[src/rtl/core/cmkm_pkg.sv]
`default_nettype none
package cmkm_pkg;

    localparam int NUM_CLASSES_DEF = 16;
    localparam int COUNT_WIDTH_DEF = 24;

    localparam int CLASS_W   = 4;
    localparam int KIND_W    = 2;
    localparam int RATIO_W   = 17;
    localparam int KAPPA_W   = 18;
    localparam int TOTAL_W   = 24;
    localparam int FRAC_BITS = 16;

    localparam logic [RATIO_W-1:0] ONE_FX = 17'h10000;

    localparam logic [KIND_W-1:0] KIND_SUMMARY = 2'd0;
    localparam logic [KIND_W-1:0] KIND_CLASS   = 2'd1;
    localparam logic [KIND_W-1:0] KIND_ERROR   = 2'd2;

    typedef enum logic [2:0] {
        DS_OA,
        DS_KAP,
        DS_PA,
        DS_UA,
        DS_F1
    } t_dsel;

    typedef struct packed {
        logic              in_take;
        logic              acc_write;
        logic              walk_start;
        logic              chance_start;
        logic              clear_start;
        logic              div_start;
        logic              div_store;
        t_dsel             dsel;
        logic              out_load;
        logic [KIND_W-1:0] out_kind;
        logic              cls_next;
    } t_cmd;

    typedef struct packed {
        logic total_zero;
        logic walk_done;
        logic chance_done;
        logic clear_done;
        logic div_done;
        logic cls_observed;
        logic out_last;
    } t_stat;

endpackage
`default_nettype wire

[src/rtl/core/cmkm_ctrl.sv]
`default_nettype none
module cmkm_ctrl
    import cmkm_pkg::*;
(
    input  wire logic  i_clk,
    input  wire logic  i_rst_n,
    input  wire logic  i_in_valid,
    input  wire logic  i_func,
    output logic       o_in_ready,
    output logic       o_out_valid,
    input  wire logic  i_out_ready,
    output t_cmd       o_cmd,
    input  wire t_stat i_stat
);

    typedef enum logic [9:0] {
        S_CLEAR   = 10'b0000000001,
        S_IDLE    = 10'b0000000010,
        S_ACC_RD  = 10'b0000000100,
        S_ACC_WR  = 10'b0000001000,
        S_WALK    = 10'b0000010000,
        S_CHANCE  = 10'b0000100000,
        S_DGO     = 10'b0001000000,
        S_DWT     = 10'b0010000000,
        S_EMIT    = 10'b0100000000,
        S_OUTW    = 10'b1000000000
    } t_state;

    t_state            r_state, n_state;
    t_dsel             r_dsel, n_dsel;
    logic [KIND_W-1:0] r_okind, n_okind;
    logic              r_chk, n_chk;

    always_comb begin
        n_state = r_state;
        n_dsel  = r_dsel;
        n_okind = r_okind;
        n_chk   = r_chk;
        o_cmd          = '0;
        o_cmd.dsel     = r_dsel;
        o_cmd.out_kind = r_okind;
        unique case (r_state)
            S_CLEAR: begin
                if (i_stat.clear_done) begin
                    n_state = S_IDLE;
                end
            end
            S_IDLE: begin
                if (i_in_valid) begin
                    o_cmd.in_take = 1'b1;
                    if (!i_func) begin
                        n_state = S_ACC_RD;
                    end else if (i_stat.total_zero) begin
                        n_okind = KIND_ERROR;
                        n_state = S_EMIT;
                    end else begin
                        o_cmd.walk_start = 1'b1;
                        n_state          = S_WALK;
                    end
                end
            end
            S_ACC_RD: n_state = S_ACC_WR;
            S_ACC_WR: begin
                o_cmd.acc_write = 1'b1;
                n_state         = S_IDLE;
            end
            S_WALK: begin
                if (i_stat.walk_done) begin
                    o_cmd.chance_start = 1'b1;
                    n_state            = S_CHANCE;
                end
            end
            S_CHANCE: begin
                if (i_stat.chance_done) begin
                    n_dsel  = DS_OA;
                    n_state = S_DGO;
                end
            end
            S_DGO: begin
                if (r_chk) begin
                    if (i_stat.cls_observed) begin
                        n_chk   = 1'b0;
                        n_dsel  = DS_PA;
                    end else begin
                        o_cmd.cls_next = 1'b1;
                    end
                end else begin
                    o_cmd.div_start = 1'b1;
                    n_state         = S_DWT;
                end
            end
            S_DWT: begin
                if (i_stat.div_done) begin
                    o_cmd.div_store = 1'b1;
                    n_state         = S_DGO;
                    unique case (r_dsel)
                        DS_OA: begin
                            n_dsel = DS_KAP;
                        end
                        DS_PA: n_dsel = DS_UA;
                        DS_UA: n_dsel = DS_F1;
                        DS_F1: begin
                            n_okind = KIND_CLASS;
                            n_state = S_EMIT;
                        end
                        default: begin
                            n_okind = KIND_SUMMARY;
                            n_state = S_EMIT;
                        end
                    endcase
                end
            end
            S_EMIT: begin
                o_cmd.out_load = 1'b1;
                n_state        = S_OUTW;
            end
            S_OUTW: begin
                if (i_out_ready) begin
                    if (i_stat.out_last) begin
                        o_cmd.clear_start = 1'b1;
                        n_state           = S_CLEAR;
                    end else begin
                        if (r_okind == KIND_CLASS) begin
                            o_cmd.cls_next = 1'b1;
                        end
                        n_chk   = 1'b1;
                        n_state = S_DGO;
                    end
                end
            end
            default: n_state = S_CLEAR;
        endcase
    end

    always_ff @(posedge i_clk) begin
        if (!i_rst_n) begin
            r_state <= S_CLEAR;
            r_dsel  <= DS_OA;
            r_okind <= KIND_SUMMARY;
            r_chk   <= 1'b0;
        end else begin
            r_state <= n_state;
            r_dsel  <= n_dsel;
            r_okind <= n_okind;
            r_chk   <= n_chk;
        end
    end

    assign o_in_ready  = (r_state == S_IDLE);
    assign o_out_valid = (r_state == S_OUTW);

    a_one_side: assert property (@(posedge i_clk) disable iff (!i_rst_n)
        !(o_in_ready && o_out_valid))
        else $error("Input and output sides active together.");

    a_div_wait: assert property (@(posedge i_clk) disable iff (!i_rst_n)
        i_stat.div_done |-> r_state == S_DWT)
        else $error("Quotient arrived outside the wait state.");

    a_clear_wait: assert property (@(posedge i_clk) disable iff (!i_rst_n)
        i_stat.clear_done |-> r_state == S_CLEAR)
        else $error("Clearing pass ended outside the clear state.");

endmodule
`default_nettype wire

[config.mk]
export PLATFORM = sky130hd
export DESIGN_NAME = cmkm_ctrl
export DESIGN_NICKNAME = d
export VERILOG_FILES = /design/src/rtl/core/cmkm_pkg.sv /design/src/rtl/core/cmkm_ctrl.sv
export SDC_FILE = /design/constraint.sdc
export NUM_CORES = 1
export LEC_CHECK = 0
export BUFFER_PORTS_ARGS = -buffer_cell sky130_fd_sc_hd__buf_4
export CORE_ASPECT_RATIO = 0.7
export CORE_MARGIN = 2
export CORE_UTILIZATION = 39
export DETAILED_ROUTE_END_ITERATION = 8
export SETUP_SLACK_MARGIN = 0.2
export SLEW_MARGIN = 0
export SYNTH_ARGS = -nofsm -noshare
export SYNTH_HDL_FRONTEND = slang
export SYNTH_SLANG_ARGS = --single-unit
[constraint.sdc]
create_clock -name i_clk -period 2.7 [get_ports i_clk]
set_input_delay 0.135 -clock i_clk [delete_from_list [all_inputs] [get_ports i_clk]]
set_output_delay 0.135 -clock i_clk [all_outputs]
set_load 0.05 [all_outputs]
==> results.tsv, run 1 <==
metric	value	unit
status	finished clean	
DRC marker count from the first detailed-route iteration	112	
placed cells	206	
time the worst path needs with I/O delays and setup	2.35	ns
post-synthesis mux area share	2.65	%
cts hold-fix bufs	0	
Critical Path AT	2.22	ns
Slew Viols, Final	0	
worst reg2reg path endpoint	r_state[1]	
clock root buffer master	clkbuf_8	
number of max-cap violations	0	
asr flop ratio synth	0	%
dpl ws	0.384	ns
Core Area	0.00284	mm2
Area growth, synth to finish	22.7	%
vias	1293	
R2R Setup Slk	0.48	ns
Final ANT Viol Nets	0	
R2R cell count	5	
Synth Area in Simple Gates	41.5	%
Worst Max-Slew Pin Slew	0.560	ns
Bufs on Longest Clock Path	2	
WL/cell	16.4	um
Warnings, synthesis	0	
synth top area cells	dfxtp_1 (27%), nor4_1 (5.3%), nand2_1 (4.5%), nor3_1 (4.2%), inv_1 (3.5%)	
leading area contributor after synthesis	dfxtp_1	
WHS Path Cells	3	
unrepaired setup endpoints after global routing	false	
FP Rows	16	
Die Ht	50.0	um
syn_area_per_cell	7.65	um2
final hold vios	0	
GR Util All Layers	20.1	%
Die X	69.7	um
# clock sinks	16	
worst hold path class	primary input to flop	
fraction of final layout cells sized beyond drive strength 1	25.9	%
largest family of logic cells by synthesized area	simple AND/OR/NAND/NOR gates	
worst skew pair latency	0.25	ns
drt first pass iters	4	
Crit-path slowest cell	or3_4	
Final HPWL DP	2570	um
Clock Pin Slew Worst Setup and Hold Paths	0.07	ns
initial core utilization	41.5	%
Startpoint Class	flop	
Post-synth EDFFs	0	
FF+latch count, synth	16	
initial antenna violation count	0	
first-pass GRT wire length	5550	um
Yosys top cell area share	27.2	%
# setup viols final	0	
mapped cell area	0.00118	mm2
Setup Skew	0.00416	ns
Primary FF master, synth	dfxtp_1	
# diodes	0	
Mapped Cells	154	
Cell Pwr Density	541	mW/mm2
Post-Synth Adder-Cell Area	0	%
TNS Setup	0	ns
DRC	0	
CP max FO	11	
total grt overflow	0	
final period utilization	87.1	%
routability cong.	0.912	
layout net count	188	
final wirelength	3440	um
Compound-Gate Fraction of Synth Area	17.4	%
fin util	50.9	%
CTS HTree Levels	1	
Rel. slew slack	62.3	%
pin count of the biggest net entering global routing	16	
TritonCTS buffer count	3	
vias in the first global route	1180	
f_max	425	MHz
register area share after synthesis	27.2	%
final worst setup slack	0.349	ns
Final Non-Filler Cells	210	
peak supply drop	0.316	mV
CP Class	flop to primary output	
Netlist cell types	49	
Hold Crit Start	i_stat[1]	
Critical Path Max Stage Delay	0.52	ns
FF-to-FF Start	r_state[4]	
Tot Pwr	782	uW
crit-path cells	or3_4 > nor4_4 > nand2_1 > nor2_1 > a32o_2 > buf_4	
vias per cell	6.16	
syn_nets	166	
Critical Path RT	2.57	ns
die area	0.00348	mm2
CTS tree	yes	
Lkg Pwr	0.000632	uW
Port Buffers	27	
XOR/XNOR Fraction of Synth Area	2.23	%
worst-case hold path end point	r_chk	
Ports	28	
crit end category	primary output	
[cells by family (layout without fill, tap and decap cells)]
| family | after synthesis | in the layout |
|---|---|---|
| muxes | 3 | 3 |
| AOI/OAI and AO/OA | 29 | 29 |
| buffers and inverters | 23 | 43 |
| xor gates and xnor gates | 3 | 3 |
| DFF | 16 | 16 |
| and+or+nand+nor | 80 | 80 |
[state kept, by name, summed over array words and instances (netlist names)]
register and flops:
r_chk 1, r_dsel 3, r_state 10, r_okind 2
[cell usage in the layout, fill, tap and decap left out, types with 3 or more instances in the layout]
cell type	netlist	routed
a21oi_1	5	5
and3_1	4	4
buf_4	0	29
clkbuf_8	0	3
dfxtp_1	16	16
inv_1	11	11
nand2_1	14	14
nand2b_1	4	4
nor2_1	10	9
nor3_1	10	9
nor4_1	10	9
o21a_1	4	4
o21ai_0	5	5
xor2_1	3	3
[cell usage after synthesis, drive strengths merged, types with 3 or more instances]
library cell,number
clkbuf,6
or3,4
nand2,14
nand2b,4
and3,4
inv,11
nor2,10
nor4,11
nor3,10
xor2,3
buf,6
or4,3
o21ai,5
o21a,4
dfxtp,16
a21oi,5
[worst max-delay path, delay by kind of cell, from the launching register on]
kind	cells	cell delay [ns]
buf+inv	1	0.20
flops	1	0.43
compound gates	1	0.20
simple gates	4	1.14
[stage by stage]
step           hold slack (ns)  area, um2
6_report                 0.186       1450
5_1_grt                  0.205       1450
4_1_cts                  0.183       1440
3_5_place_dp             0.450       1390
3_3_place_gp             0.434       1390
2_1_floorplan            0.260       1200
[cell type report]
cell class              count  area [um2]
fillers                   267        1400
repair buffers             29         218
flip-flops and latches     16         320
inverters                  11        41.3
clock buffers               3        41.3
multi-input cells         115         781
well taps                  36        45.0
[where the power goes]
part           switching (uW)  internal [uW]
clock                    86.1           99.0
sequential               42.3            253
combinational             171            131
[worst max path at each step]
stage / from / to / slack [ns]
final: r_state[4] / o_cmd[0] / 0.35
after global placement: r_state[4] / o_cmd[0] / 0.39
after floorplan: r_state[3] / r_state[4] / 0.15
after detailed placement: r_state[4] / o_cmd[0] / 0.38
after global routing: r_state[3] / o_cmd[8] / 0.28
after CTS: r_state[4] / o_cmd[0] / 0.26
[per-layer routing]
metal	global-route usage (%)	routed length, um
met1	28.6	1620
met2	29.5	1480
met3	6.75	317
met4	3.85	22
met5	0	0
[repair_timing]
action,4_1_cts,5_1_grt
pin swaps,1,0
buffers inserted,1,0
hold endpoints to repair,0,0
endpoints found under the setup margin,1,1
resized for setup,0,1
gates cloned,0,0
No activity file was read; power rests on OpenSTA's default activity.
==> run 2: changes to the inputs <==
BUFFER_PORTS_ARGS = -buffer_cell sky130_fd_sc_hd__clkbuf_2   (was -buffer_cell sky130_fd_sc_hd__buf_4)
==> run 2 against run 1 <==
Against the previous run: core utilization is 1.8 points lower; total power is 5.3% higher; hold slack improved by 0.0099 ns; largest power group unchanged; highest routed layer unchanged.
==> results.tsv, run 2 (synthesized netlist as in run 1, its figures left out) <==
metric	value	unit	change
vias per cell	5.92		was 6.16
Ports	28		unchanged
layout net count	187		was 188
final wirelength	3500	um	was 3440 um
Lkg Pwr	0.000612	uW	was 0.000632 uW
clock root buffer master	clkbuf_8		unchanged
Cell Area, Placed	0.00132	mm2	was 0.00139 mm2
# diodes	0		unchanged
# clock sinks	16		unchanged
Most flops, register	r_state		unchanged
Die X	69.7	um	unchanged
Port Buffers	27		unchanged
CP Class	flop to primary output		unchanged
crit end category	primary output		unchanged
final worst setup slack	0.315	ns	was 0.349 ns
vias in the first global route	1149		was 1,180
initial core utilization	41.5	%	unchanged
time the worst path needs with I/O delays and setup	2.38	ns	was 2.35 ns
initial antenna violation count	0		unchanged
GR peak layer	met2		unchanged
commonest non-fill, non-tap cell in the layout	clkbuf_2		was buf_4
drt first pass iters	4		unchanged
Rel. slew slack	67.5	%	was 62.3%
TritonCTS buffer count	3		unchanged
Critical Path Max Stage Delay	0.52	ns	about the same
number of max-cap violations	0		unchanged
final hold vios	0		unchanged
CP top delay family	simple AND/OR/NAND/NOR gates		unchanged
DRC	0		unchanged
Crit-path slowest cell	or3_4		unchanged
pin count of the biggest net entering global routing	16		unchanged
vias	1244		was 1,293
Die Ht	50.0	um	unchanged
unrepaired setup endpoints after global routing	true		was false
R2R Setup Slk	0.49	ns	was 0.48 ns
total grt overflow	0		unchanged
CTS HTree Levels	1		unchanged
Core Area	0.00284	mm2	unchanged
Startpoint Class	flop		unchanged
fin util	49.1	%	was 50.9%
Slew Viols, Final	0		unchanged
met2 usage	30.0	%	was 29.5%
GR Util All Layers	20.4	%	was 20.1%
worst hold path class	primary input to flop		unchanged
Clock Pin Slew Worst Setup and Hold Paths	0.07	ns	about the same
met3 usage	6.13	%	was 6.75%
Cell Pwr Density	590	mW/mm2	was 541 mW/mm2
die area	0.00348	mm2	unchanged
status	finished clean		unchanged
fraction of final layout cells sized beyond drive strength 1	27.0	%	was 25.9%
critical path buffer and inverter count	1		unchanged
Final HPWL DP	2640	um	was 2570 um
dpl ws	0.444	ns	was 0.384 ns
most frequent cells in the layout	clkbuf_2 (27), dfxtp_1 (16), nand2_1 (14), inv_1 (11)		was buf_4 (29), dfxtp_1 (16), nand2_1 (14), inv_1 (11)
# setup viols final	0		unchanged
GR met1 Demand/Resource	29.8	%	was 28.6%
routability cong.	0.906		was 0.912
first-pass GRT wire length	5650	um	was 5550 um
Worst Max-Slew Pin Slew	0.483	ns	was 0.560 ns
CTS tree	yes		unchanged
cts hold-fix bufs	0		unchanged
Critical Path AT	2.25	ns	was 2.22 ns
CP max FO	11		unchanged
crit-path cells	or3_4 > nor4_4 > nand2_1 > nor2_1 > a32o_2 > clkbuf_2		was or3_4 > nor4_4 > nand2_1 > nor2_1 > a32o_2 > buf_4
Final ANT Viol Nets	0		unchanged
fin area	0.00140	mm2	was 0.00145 mm2
Area growth, synth to finish	18.5	%	was 22.7%
Largest regs	r_state x10, r_dsel x3, r_okind x2		unchanged
f_max	419	MHz	was 425 MHz
Setup Skew	0.00419	ns	was 0.00416 ns
DRC marker count from the first detailed-route iteration	118		was 112
max reg flops	10		unchanged
WL/cell	16.7	um	was 16.4 um
worst skew pair latency	0.26	ns	was 0.25 ns
Critical Path RT	2.57	ns	about the same
peak supply drop	0.366	mV	was 0.316 mV
final period utilization	88.3	%	was 87.1%
Bufs on Longest Clock Path	2		unchanged
FP Rows	16		unchanged
TNS Setup	0	ns	unchanged
[run 2: report_power, final]
group	internal, uW	switching, uW	total, uW	leakage, uW
Combinational	122	180	303	0.000454
Clock	130	93.9	224	0.0000288
Sequential	253	43.9	297	0.000129
[run 2: layer usage]
metal | vias to the layer above | wire length [um]
li1 | 604 | -
met1 | 566 | 1590
met2 | 66 | 1450
met3 | 8 | 411
met4 | 0 | 55
met5 | - | 0
[run 2: final timing paths]
kind	cells after the start	startpoint	to
hold reg to reg	2	r_okind[1]	r_okind[1]
hold / removal	3	i_stat[1]	r_chk
setup reg to reg	5	r_state[3]	r_state[0]
setup / recovery	6	r_state[4]	o_cmd[0]
[run 2: worst reg2reg max path: stages (launching register included)]
cell     delay [ns]
dfxtp_1        0.38
or4_4          0.65
nor3_1         0.45
a21o_1         0.19
nor3_1         0.10
a221o_1        0.33
[run 2: layout make-up]
type                    count  area [um2]
well taps                  36        45.0
repair buffers             28         143
flip-flops and latches     16         320
clock buffers               4        55.1
fillers                   289        1450
inverters                  11        41.3
multi-input cells         115         792
[run 2: repair_timing]
| action | 4_1_cts | 5_1_grt |
|---|---|---|
| setup endpoints to repair | 1 | 2 |
| resized for setup | 1 | 2 |
| pin swaps | 0 | 1 |
| setup buffers | 0 | 1 |
[run 2: metrics by stage]
step | instances | total power, uW | hold WS, ns
after floorplan | 154 | 519 | 0.260
after global placement | 205 | 582 | 0.454
after detailed placement | 205 | 582 | 0.463
after CTS | 209 | 811 | 0.191
after global routing | 210 | 863 | 0.198
final | 210 | 824 | 0.196
==> run 3: changes to the inputs <==
ABC_AREA = 1   (was default)
CORE_MARGIN = default   (was 2)
==> run 3 against run 2 <==
Against the previous run: sequential share of layout area shrank 3.0 points; die area grew 7.7%; non-clock buffer count shrank 1; core utilization grew 0.25 points; sequential power grew 19%; first-iteration DRC count shrank 25%; critical path type unchanged; critical endpoint unchanged; highest routed layer unchanged.
==> results.tsv, run 3 <==
metric	value	unit	change
top cells by instance count after synthesis	nand2_1 (56), inv_1 (42), nor2_1 (41)		was dfxtp_1 (16), nand2_1 (14), inv_1 (11)
drt first pass iters	4		unchanged
Tot Pwr	1450	uW	was 824 uW
# clock sinks	16		unchanged
register area share after synthesis	23.4	%	was 27.2%
first-pass GRT wire length	6000	um	was 5650 um
vias in the first global route	1310		was 1,149
Bufs on Longest Clock Path	2		unchanged
CP Class	flop to primary output		unchanged
pin count of the biggest net entering global routing	15		was 16
DRC marker count from the first detailed-route iteration	88		was 118
Warnings, synthesis	0		unchanged
final period utilization	72.4	%	was 88.3%
Sw Share	53.2	%	was 38.6%
Core Area	0.00325	mm2	was 0.00284 mm2
Post-synth EDFFs	0		unchanged
clock group share of total power	15.6	%	was 27.2%
FF+latch count, synth	16		unchanged
mapped cell area	0.00137	mm2	was 0.00118 mm2
Port Buffers	27		unchanged
worst skew pair latency	0.26	ns	about the same
# diodes	0		unchanged
P_int	676	uW	was 505 uW
GR Util All Layers	21.4	%	was 20.4%
status	finished clean		unchanged
f_max	512	MHz	was 419 MHz
unrepaired setup endpoints after global routing	false		was true
Setup Skew	0.00472	ns	was 0.00419 ns
Switch Pwr	770	uW	was 318 uW
TritonCTS buffer count	3		unchanged
Ports	28		unchanged
fraction of final layout cells sized beyond drive strength 1	22.8	%	was 27.0%
DRC	0		unchanged
max reg flops	10		unchanged
critical path buffer and inverter count	1		unchanged
layout net count	280		was 187
syn_area_per_cell	5.78	um2	was 7.65 um2
total grt overflow	0		unchanged
crit end category	primary output		unchanged
count leader, synth	nand2_1		was dfxtp_1
Lkg Pwr	0.000905	uW	was 0.000612 uW
Crit-path slowest cell	dfxtp_1		was or3_4
leading area contributor after synthesis	dfxtp_1		unchanged
Netlist cell types	21		was 49
number of max-cap violations	0		unchanged
routability cong.	0.934		was 0.906
final hold vios	0		unchanged
asr flop ratio synth	0	%	unchanged
final wirelength	3520	um	was 3500 um
Critical Path RT	2.57	ns	about the same
FP Rows	17		was 16
Area growth, synth to finish	17.4	%	was 18.5%
Final HPWL DP	2880	um	was 2640 um
Die X	72.8	um	was 69.7 um
# setup viols final	0		unchanged
most frequent cells in the layout	nand2_1 (56), inv_1 (42), nor2_1 (41), clkbuf_2 (27), nand3_1 (25)		was clkbuf_2 (27), dfxtp_1 (16), nand2_1 (14), inv_1 (11)
synth top area cells	dfxtp_1 (23%), nand2_1 (15%), inv_1 (12%), nor2_1 (11%), nand3_1 (9.1%)		was dfxtp_1 (27%), nor4_1 (5.3%), nand2_1 (4.5%), nor3_1 (4.2%), inv_1 (3.5%)
peak supply drop	0.531	mV	was 0.366 mV
CP max FO	7		was 11
Final ANT Viol Nets	0		unchanged
cell mode on critical path	nor2_4		
Cell Pwr Density	900	mW/mm2	was 590 mW/mm2
Most flops, register	r_state		unchanged
Seq pwr share	24.5	%	was 36.1%
vias	1462		was 1,244
Primary FF master, synth	dfxtp_1		unchanged
post-cts resize count	0		was 1
Slew Viols, Final	0		unchanged
final hold slack	0.214	ns	was 0.196 ns
Worst Max-Slew Pin Slew	0.310	ns	was 0.483 ns
clock root buffer master	clkbuf_8		unchanged
Cell Area, Placed	0.00155	mm2	was 0.00132 mm2
Rel. slew slack	79.3	%	was 67.5%
setup repair bufs after CTS	0		unchanged
Startpoint Class	flop		unchanged
TNS Setup	0	ns	unchanged
Fillers	366		was 289
initial antenna violation count	0		unchanged
commonest non-fill, non-tap cell in the layout	nand2_1		was clkbuf_2
fin area	0.00161	mm2	was 0.00140 mm2
Largest regs	r_state x10, r_dsel x3, r_okind x2		unchanged
WL/cell	11.2	um	was 16.7 um
die area	0.00375	mm2	was 0.00348 mm2
Critical Path Max Stage Delay	0.34	ns	was 0.52 ns
combinational share of power	60.0	%	was 36.8%
syn_nets	249		was 166
crit-path cells	nor2_4 > nand2_2 > nor2_4 > nand3_2 > nor2_1 > nand4_1 > o21ai_0 > clkbuf_2		was or3_4 > nor4_4 > nand2_1 > nor2_1 > a32o_2 > clkbuf_2
vias per cell	4.66		was 5.92
initial core utilization	42.1	%	was 41.5%
fin util	49.4	%	was 49.1%
Critical Path AT	1.82	ns	was 2.25 ns
worst hold path class	primary input to flop		unchanged
Die Ht	51.6	um	was 50.0 um
CP top delay family	simple AND/OR/NAND/NOR gates		unchanged
CTS tree	yes		unchanged
Clock Pin Slew Worst Setup and Hold Paths	0.07	ns	about the same
Yosys top cell area share	23.4	%	was 27.2%
CTS HTree Levels	1		unchanged
Mapped Cells	237		was 154
cts hold-fix bufs	0		unchanged
time the worst path needs with I/O delays and setup	1.95	ns	was 2.38 ns
## run 3: changes by cell type in the layout (fill, tap and decap cells not counted), moves of 5 or more
cell	delta
nor4_1	-7
nor2_1	+32
nand3_1	+23
nand4_1	+8
nor2_4	+7
nor3_1	-7
nor2_2	+7
inv_2	+5
inv_1	+31
nand2_1	+42
## run 3: stage by stage
step | instances | setup slack (ns)
after floorplan | 237 | 0.235
final | 314 | 0.745
after detailed placement | 310 | 1.02
after CTS | 314 | 0.723
after global routing | 314 | 0.530
after global placement | 310 | 0.985
## run 3: cell type report
type	count	area (um2)	share of cell area, %
Tap cell	47	58.8	3.66
Clock buffer	4	55.1	3.43
Timing Repair Buffer	27	135	8.41
Sequential cell	16	320	19.9
Multi-Input combinational cell	173	861	53.6
Inverter	47	176	11.0
## run 3: power by group through the flow
stage / Sequential (uW) / Combinational, uW / Clock (uW)
CTS: 354 / 867 / 233
global placement: 359 / 864 / 0
global route: 362 / 985 / 243
floorplan: 400 / 654 / 0
detailed placement: 360 / 862 / 0
finish: 354 / 867 / 225
## run 3: logic make-up (layout without fill, tap and decap cells)
group,count (synthesis),count (layout),share of synthesized area [%]
buffers and inverters,48,78,13.7
and+or+nand+nor,162,162,58.7
DFF,16,16,23.4
AOI/OAI and AO/OA,11,11,4.20
## run 3: path summary, 6_finish.rpt
path | from | end | slack (ns) | depth (start not counted)
setup / recovery | r_state[4] | o_cmd[0] | 0.75 | 8
hold / removal | i_func | r_state[2] | 0.21 | 4
setup reg to reg | r_state[4] | r_state[3] | 1.10 | 10
hold reg to reg | r_okind[0] | r_okind[0] | 0.49 | 2
## run 3: routing by layer
| layer | vias up | GRT usage (%) | routed length [um] |
|---|---|---|---|
| met4 | 0 | 3.92 | 17 |
| met3 | 2 | 4.65 | 281 |
| met5 | - | 0 | 0 |
| met2 | 38 | 30.1 | 1320 |
| met1 | 622 | 33.1 | 1900 |
| li1 | 800 | - | - |
## run 3: tightest hold or removal path, cell delays in order
cell	delay, ns
clkbuf_2	0.13
nor2_1	0.06
nand3_1	0.07
inv_1	0.03
